<file path="src/rtl/sfi_pkg.sv">
// Shared types, constants and fixed-point helpers of the steering force integrator.
// Used by sfi_front, sfi_fifo, sfi_back and the top level; depends on nothing else.
package sfi_pkg;

  localparam int unsigned CFG_IDX_W   = 3;
  localparam int unsigned CFG_DATA_W  = 32;
  localparam int unsigned IN_TDATA_W  = 288;
  localparam int unsigned IN_TUSER_W  = 4;
  localparam int unsigned OUT_TDATA_W = 136;

  typedef logic signed [31:0] q16_t;

  localparam q16_t Q_MAX = 32'sh7FFF_FFFF;
  localparam q16_t Q_MIN = 32'sh8000_0000;

  // Raw opcode values as they arrive on the input stream.
  localparam logic [3:0] OPC_PUSH    = 4'd0;
  localparam logic [3:0] OPC_SEEK    = 4'd1;
  localparam logic [3:0] OPC_FLEE    = 4'd2;
  localparam logic [3:0] OPC_ARRIVE  = 4'd3;
  localparam logic [3:0] OPC_PURSUE  = 4'd4;
  localparam logic [3:0] OPC_EVADE   = 4'd5;
  localparam logic [3:0] OPC_HALT    = 4'd6;
  localparam logic [3:0] OPC_INTEG   = 4'd7;
  localparam logic [3:0] OPC_CLEAR   = 4'd8;

  // Configuration register indexes.
  localparam logic [CFG_IDX_W-1:0] CFG_MAX_FORCE  = 3'd0;
  localparam logic [CFG_IDX_W-1:0] CFG_MAX_SPEED  = 3'd1;
  localparam logic [CFG_IDX_W-1:0] CFG_REST_EPS   = 3'd2;
  localparam logic [CFG_IDX_W-1:0] CFG_ARR_RADIUS = 3'd3;
  localparam logic [CFG_IDX_W-1:0] CFG_EVADE_DIST = 3'd4;
  localparam logic [CFG_IDX_W-1:0] CFG_PRED_DAMP  = 3'd5;
  localparam logic [CFG_IDX_W-1:0] CFG_TOP_SPEED  = 3'd6;

  typedef enum logic [3:0] {
    OP_PUSH, OP_SEEK, OP_FLEE, OP_ARRIVE, OP_PURSUE, OP_EVADE,
    OP_HALT, OP_INTEG, OP_CLEAR, OP_NONE
  } op_e;

  typedef struct packed {
    op_e  op;
    q16_t own_x;
    q16_t own_y;
    q16_t goal_x;
    q16_t goal_y;
    q16_t push_x;
    q16_t push_y;
    q16_t gain;
    q16_t prey_vx;
    q16_t prey_vy;
  } item_t;

  typedef struct packed {
    logic [30:0] max_force;
    logic [30:0] max_speed;
    logic [16:0] rest_eps;
    logic [30:0] arr_radius;
    logic [30:0] evade_dist;
    logic [30:0] pred_damp;
    logic [30:0] top_speed;
  } cfg_t;

  typedef enum logic [4:0] {
    S_IDLE, S_MAG_X, S_MAG_Y, S_MAG_S, S_MAG_W, S_DIV_W,
    S_UNIT_X, S_UNIT_Y, S_UNIT_E, S_SLOW, S_SL_M, S_SL_W,
    S_FRC_X, S_FRC_Y, S_FRC_E, S_PRED, S_LEAD, S_FACT, S_FACT_W,
    S_PX, S_PY, S_PE, S_CL_A, S_CL_B, S_CL_C, S_CL_D, S_CL_E,
    S_INT_V, S_DONE
  } state_e;

  function automatic q16_t sat33(logic [32:0] v);
    q16_t r;
    if (v[32] != v[31]) begin
      r = v[32] ? Q_MIN : Q_MAX;
    end else begin
      r = q16_t'(v[31:0]);
    end
    return r;
  endfunction

  function automatic q16_t sat_add(q16_t a, q16_t b);
    return sat33({a[31], a} + {b[31], b});
  endfunction

  function automatic q16_t sat_sub(q16_t a, q16_t b);
    return sat33({a[31], a} - {b[31], b});
  endfunction

  // Floor of a Q16.16 product, saturated to 32 bits.
  function automatic q16_t qmul_sat(logic signed [63:0] p);
    logic signed [63:0] sh;
    q16_t r;
    sh = p >>> 16;
    if (sh[63:31] != {33{sh[63]}}) begin
      r = sh[63] ? Q_MIN : Q_MAX;
    end else begin
      r = q16_t'(sh[31:0]);
    end
    return r;
  endfunction

  function automatic logic [31:0] abs_mag(q16_t v);
    logic [31:0] u;
    u = v;
    return v[31] ? (32'd0 - u) : u;
  endfunction

  function automatic q16_t apply_sign(logic [31:0] mag, logic neg);
    return neg ? q16_t'(32'd0 - mag) : q16_t'(mag);
  endfunction

endpackage

</file>
<file path="src/rtl/sfi_fifo.sv">
// Two-entry item queue between the decode front and the execution back end.
// Depends on sfi_pkg for the item type.
module sfi_fifo (
  input  logic           clk_i,
  input  logic           rst_ni,
  input  logic           push_i,
  input  sfi_pkg::item_t item_i,
  output logic           full_o,
  output logic           valid_o,
  input  logic           pop_i,
  output sfi_pkg::item_t item_o
);

  sfi_pkg::item_t mem_q [2];
  logic           wr_q, rd_q;
  logic [1:0]     cnt_q;
  logic           do_pop;

  assign full_o  = (cnt_q == 2'd2);
  assign valid_o = (cnt_q != 2'd0);
  assign do_pop  = pop_i && valid_o;
  assign item_o  = mem_q[rd_q];

  always_ff @(posedge clk_i or negedge rst_ni) begin
    if (!rst_ni) begin
      wr_q  <= 1'b0;
      rd_q  <= 1'b0;
      cnt_q <= 2'd0;
    end else begin
      if (push_i) wr_q <= !wr_q;
      if (do_pop) rd_q <= !rd_q;
      if (push_i && !do_pop) begin
        cnt_q <= cnt_q + 2'd1;
      end else if (do_pop && !push_i) begin
        cnt_q <= cnt_q - 2'd1;
      end
    end
  end

  always_ff @(posedge clk_i) begin
    if (push_i) mem_q[wr_q] <= item_i;
  end

endmodule

</file>
<file path="config.mk">
export PLATFORM = sky130hd
export DESIGN_NAME = sfi_fifo
export DESIGN_NICKNAME = d
export VERILOG_FILES = /design/src/rtl/sfi_pkg.sv /design/src/rtl/sfi_fifo.sv
export SDC_FILE = /design/constraint.sdc
export NUM_CORES = 1
export LEC_CHECK = 0
export BUFFER_PORTS_ARGS = -buffer_cell sky130_fd_sc_hd__buf_4
export CORE_MARGIN = 8
export CORE_UTILIZATION = 50
export DETAILED_ROUTE_END_ITERATION = 16
export PLACE_DENSITY = 0.84
export SETUP_SLACK_MARGIN = 0.05
export SLEW_MARGIN = 10
export SYNTH_ARGS = -nofsm -noshare
export SYNTH_HDL_FRONTEND = slang
export SYNTH_SLANG_ARGS = --single-unit
</file>
<file path="constraint.sdc">
create_clock -name clk_i -period 21.3 [get_ports clk_i]
set_input_delay 1.065 -clock clk_i [delete_from_list [all_inputs] [get_ports clk_i]]
set_output_delay 1.065 -clock clk_i [all_outputs]
set_load 0.05 [all_outputs]
</file>
After elaboration in Yosys (flattened, before gate mapping)
Memory sizes are Yosys's and may differ from the RTL's.
Cells that the tools add are included.
Widths: inputs -> output; s select.
{"block": "totals", "regBits": 4, "ram_bits": 584, "word_cells": 20, "memories": 1}
{"name": "mem_q", "words": 2, "word_bits": 292, "rd": 1, "rd_clocked_by_memory_dff": 0, "wr": 1, "line": "sfi_fifo.sv:14", "source": "sfi_pkg::item_t mem_q [2];"}
{"block": "op_classes", "add_sub_neg": 2, "eq_ne": 1, "mux": 4, "n_reduce_logical": 9}
{"operator": "$logic_not 1->1", "count": 4}
{"operator": "$mux 2", "count": 2}
{"operator": "$reduce_bool 2->1", "count": 2}
{"operator": "$logic_and 1x1->1", "count": 3}
{"operator": "$add 2x1->2 const B", "count": 1}
{"operator": "$eq 2x2->1 const B", "count": 1}
{"operator": "$mux 1", "count": 2}
{"operator": "$sub 2x1->2 const B", "count": 1}

Longest topological paths before layout
{"block": "depth", "word_depth": 5, "mapped_depth": 6}

Worst setup path before layout
OpenSTA, ideal clock, no wires.
{"block": "synth_timing", "path_kind": "input to register", "from": "in push_i", "to": "mem mem_q[0][0] (netlist name), enable pin", "setup_time_ns": 0.986, "t_arrival_ns": 13.618, "slack_ns": 6.696, "cell_stages": 1, "path_buffers": 0, "path_cell_list": "nor2b_1"}
{"block": "synth_via", "elab_chain_cells": 2}
{"item": "start, declared", "line": "sfi_fifo.sv:6", "source": "input logic push_i,"}
{"item": "$mux 1", "line": "sfi_fifo.sv:41", "source": "if (push_i) mem_q[wr_q] <= item_i;"}
{"item": "$mux 1 (implied by the code)", "line": "sfi_fifo.sv:41"}
{"item": "end, declared", "line": "sfi_fifo.sv:14"}
No other way between the ends.

==> impl_summary.log <==
INFO  metric place_hpwl = between 30000 and 40000 um
INFO  metric design_power_total = between 4 and 5 mW
INFO  metric grt_max_degree = 199
INFO  metric cellLeakagePower = 11.6 nW
INFO  metric finish.net_count = roughly 1800
INFO  metric place.port_buffers = around 590
INFO  metric synth_fp_nets = around 1200
INFO  metric max_freq = 193 MHz
INFO  metric ys_seq_area_share = about four fifths
INFO  metric dieWidth = 228 um
INFO  metric worst_setup_path_start_kind = register
INFO  metric cts.repair.resized = 0
INFO  metric powerDensity = roughly 160 nW/um^2
INFO  metric period_share = roughly 24%
INFO  metric synth_warnings = 0
INFO  metric post_synth_instance_area = 22400 sq um
INFO  metric post-route-worst-setup-slack = around 16 ns
INFO  metric worstMarginPinSlew = about 1.2 ns
INFO  metric detail_route.first_pass.iterations = 5
INFO  metric unrepaired_setup_endpoints_after_global_routing = no
INFO  metric clock-skew-final = roughly 0.019 ns
INFO  metric maximum_vdd_drop = roughly 0.00010 V
INFO  metric critPathCaptureType = output port
INFO  metric area_growth_syn_to_layout = 29.3%
INFO  metric chipHeight = about 230 um
INFO  metric gp_routability_congestion = ~0.84
INFO  metric overall_track_demand_over_capacity_in_global_routing = about 20%
INFO  metric numPlacedInstances = 2081
INFO  metric effective_utilization_at_floorplan = between 50% and 60%
INFO  metric final_cells = ~2200
INFO  metric top_level_ports = approximately 600
INFO  metric initialDrtViolationCount = about 700
INFO  metric placement.setup.worst_slack = between 15 and 20 ns
INFO  metric tritoncts.num_buffers = 56
INFO  metric via_density_per_instance = 5.12
INFO  metric final_cell_mix = sky130_fd_sc_hd__buf_4, sky130_fd_sc_hd__edfxtp_1, sky130_fd_sc_hd__mux2_4, sky130_fd_sc_hd__clkbuf_16, sky130_fd_sc_hd__mux2_2
INFO  metric postCtsSetupBuffers = 0
INFO  metric synth_area_per_cell = between 20 and 25 sq um
INFO  metric worst-endpoint-required = 20.24 ns
INFO  metric grt_pass1_vias = roughly 12000
INFO  metric tritoncts = built
INFO  metric core.rowCount = 77
INFO  metric maxSlewHeadroom = between 10% and 20%
INFO  metric postSynthRegisterBits = ~590
INFO  metric timing.final.max_slew_violations = 0
INFO  metric drive_above_1_share = 60.8%
INFO  metric run_status = finished, final reports clean
INFO  metric grt_first_pass_wirelength = around 77000 um
INFO  metric antenna_found_initial = 9
INFO  metric core_area = 44200 sq um
INFO  metric vias = 11176
INFO  metric class_of_the_most_critical_setup_path = reg2out
INFO  metric totalNegativeSetupSlack = 0 ns
INFO  metric holdBufCountCts = 0
INFO  metric cts.root.buffer_cell = sky130_fd_sc_hd__clkbuf_16
INFO  metric cts_max_path_buffers = 3
INFO  metric globalRouteOverflowTotal = 0
INFO  metric post-route-util = 65.6%
INFO  metric drt-wirelength-per-cell = around 25 um
INFO  metric die_area = ~52000 sq um
INFO  metric post-route-drc-count = 0
INFO  metric clock-sinks = slightly below 600
INFO  metric crit_arrival = 4.12 ns
INFO  metric n_fill_cell = 2788
INFO  metric drt_wl_total = between 50000 and 60000 um
INFO  metric ctsHtreeMaxLevel = 2
INFO  metric synth_cells = 925
INFO  metric synth.distinct_cells = 16
INFO  metric worstSkewPairLatency = 0.58 ns
INFO  metric mostFrequentLayoutCell = sky130_fd_sc_hd__buf_4
INFO  metric max_cap_viols = 0
INFO  metric setup_viol = 0
INFO  metric period_minus_slack = between 5 and 6 ns
INFO  metric fin_hold_viols = 0
INFO  metric clk_pin_slew = 0.06 ns
INFO  metric crit_path_max_fanout = 57
INFO  metric hold_path.class = in2async
INFO  metric antenna_violating_nets_post_route = 0
==> cells in the mapped netlist <==
cell type                  count  area share [%]
sky130_fd_sc_hd__mux2_2       22             1.1
sky130_fd_sc_hd__dfrtp_1       4            0.45
sky130_fd_sc_hd__xnor2_1       2           0.078
sky130_fd_sc_hd__buf_6        19            0.95
sky130_fd_sc_hd__buf_2         2           0.045
sky130_fd_sc_hd__ha_1          1           0.056
sky130_fd_sc_hd__nand2_1       1           0.017
sky130_fd_sc_hd__nor2b_1       2           0.056
sky130_fd_sc_hd__nor2_1        1           0.017
sky130_fd_sc_hd__and2_1        1           0.028
sky130_fd_sc_hd__mux2_4      270              18
sky130_fd_sc_hd__buf_8        11            0.74
sky130_fd_sc_hd__edfxtp_1    584              78
sky130_fd_sc_hd__or2_2         1           0.028
sky130_fd_sc_hd__buf_12        1           0.089
sky130_fd_sc_hd__xor2_1        3            0.12
==> flip-flops by register name, summed over array words and instances (netlist names) <==
name,count
mem_q,584
cnt_q,2
rd_q,1
wr_q,1
==> power by group <==
group,internal (mW),switching [mW],leakage (nW)
registers,1.54,0.0906,5.53
clock network,0.533,0.391,0.837
logic,0.744,1.34,5.23
==> per-stage QoR <==
stage          area (sq um)  hold WS, ns
2_1_floorplan         22400        0.447
3_3_place_gp          27300        0.468
3_5_place_dp          27300        0.475
4_1_cts               29000        0.224
5_1_grt               29000        0.234
6_report              29000        0.270
==> worst max-delay path, cell delays in order, from the launching register on <==
cell and delay, ns:
sky130_fd_sc_hd__dfrtp_4 1.09, sky130_fd_sc_hd__buf_4 0.87, sky130_fd_sc_hd__buf_4 0.87, sky130_fd_sc_hd__mux2_4 0.36, sky130_fd_sc_hd__buf_4 0.19
==> layout make-up <==
cell class	instances	area, sq um	share of cell area, %
clock buffer	74	1520	5.24
sequential	588	17600	60.8
tap	592	741	2.55
antenna	5	12.5	0.0431
clock inverter	24	188	0.647
multi-input combinational	304	4400	15.2
timing repair buffer	597	4520	15.6
==> metal layers <==
metal	track usage [%]	vias to the layer above	share of wire, %	routed length, um
met1	19.8	5574	34	18200
met4	8.76	8	3.7	2010
met3	8.46	121	10	5480
met5	0	-	0.10	55
li1	-	4950	-	-
met2	35.5	523	52	28500
==> cell families (layout without fill, tap and decap cells) <==
group / after synthesis / count (layout) / synth area share [%]
muxes: 292 / 292 / 19.2
and+or+nand+nor: 6 / 6 / 0.145
xor gates and xnor gates: 5 / 5 / 0.195
DFF: 588 / 588 / 78.6
other: 0 / 5 / 0
adders and majority gates: 1 / 1 / 0.0558
buffers and inverters: 33 / 695 / 1.82
==> final timing paths <==
| check | start | to | slack (ns) | cells after the start |
|---|---|---|---|---|
| min in group clk_i | cnt_q[1] | cnt_q[1] | 0.48 | 1 |
| setup / recovery | rd_q | item_o[90] | 16.12 | 4 |
| setup reg to reg | wr_q | mem_q[0][235] | 18.86 | 3 |
| hold reg to reg | cnt_q[1] | cnt_q[1] | 0.48 | 1 |
| hold / removal | rst_ni | rd_q | 0.27 | 1 |
| max in group asynchronous | rst_ni | rd_q | 20.92 | 1 |
Note: power is estimated with default switching activity, not from simulation.
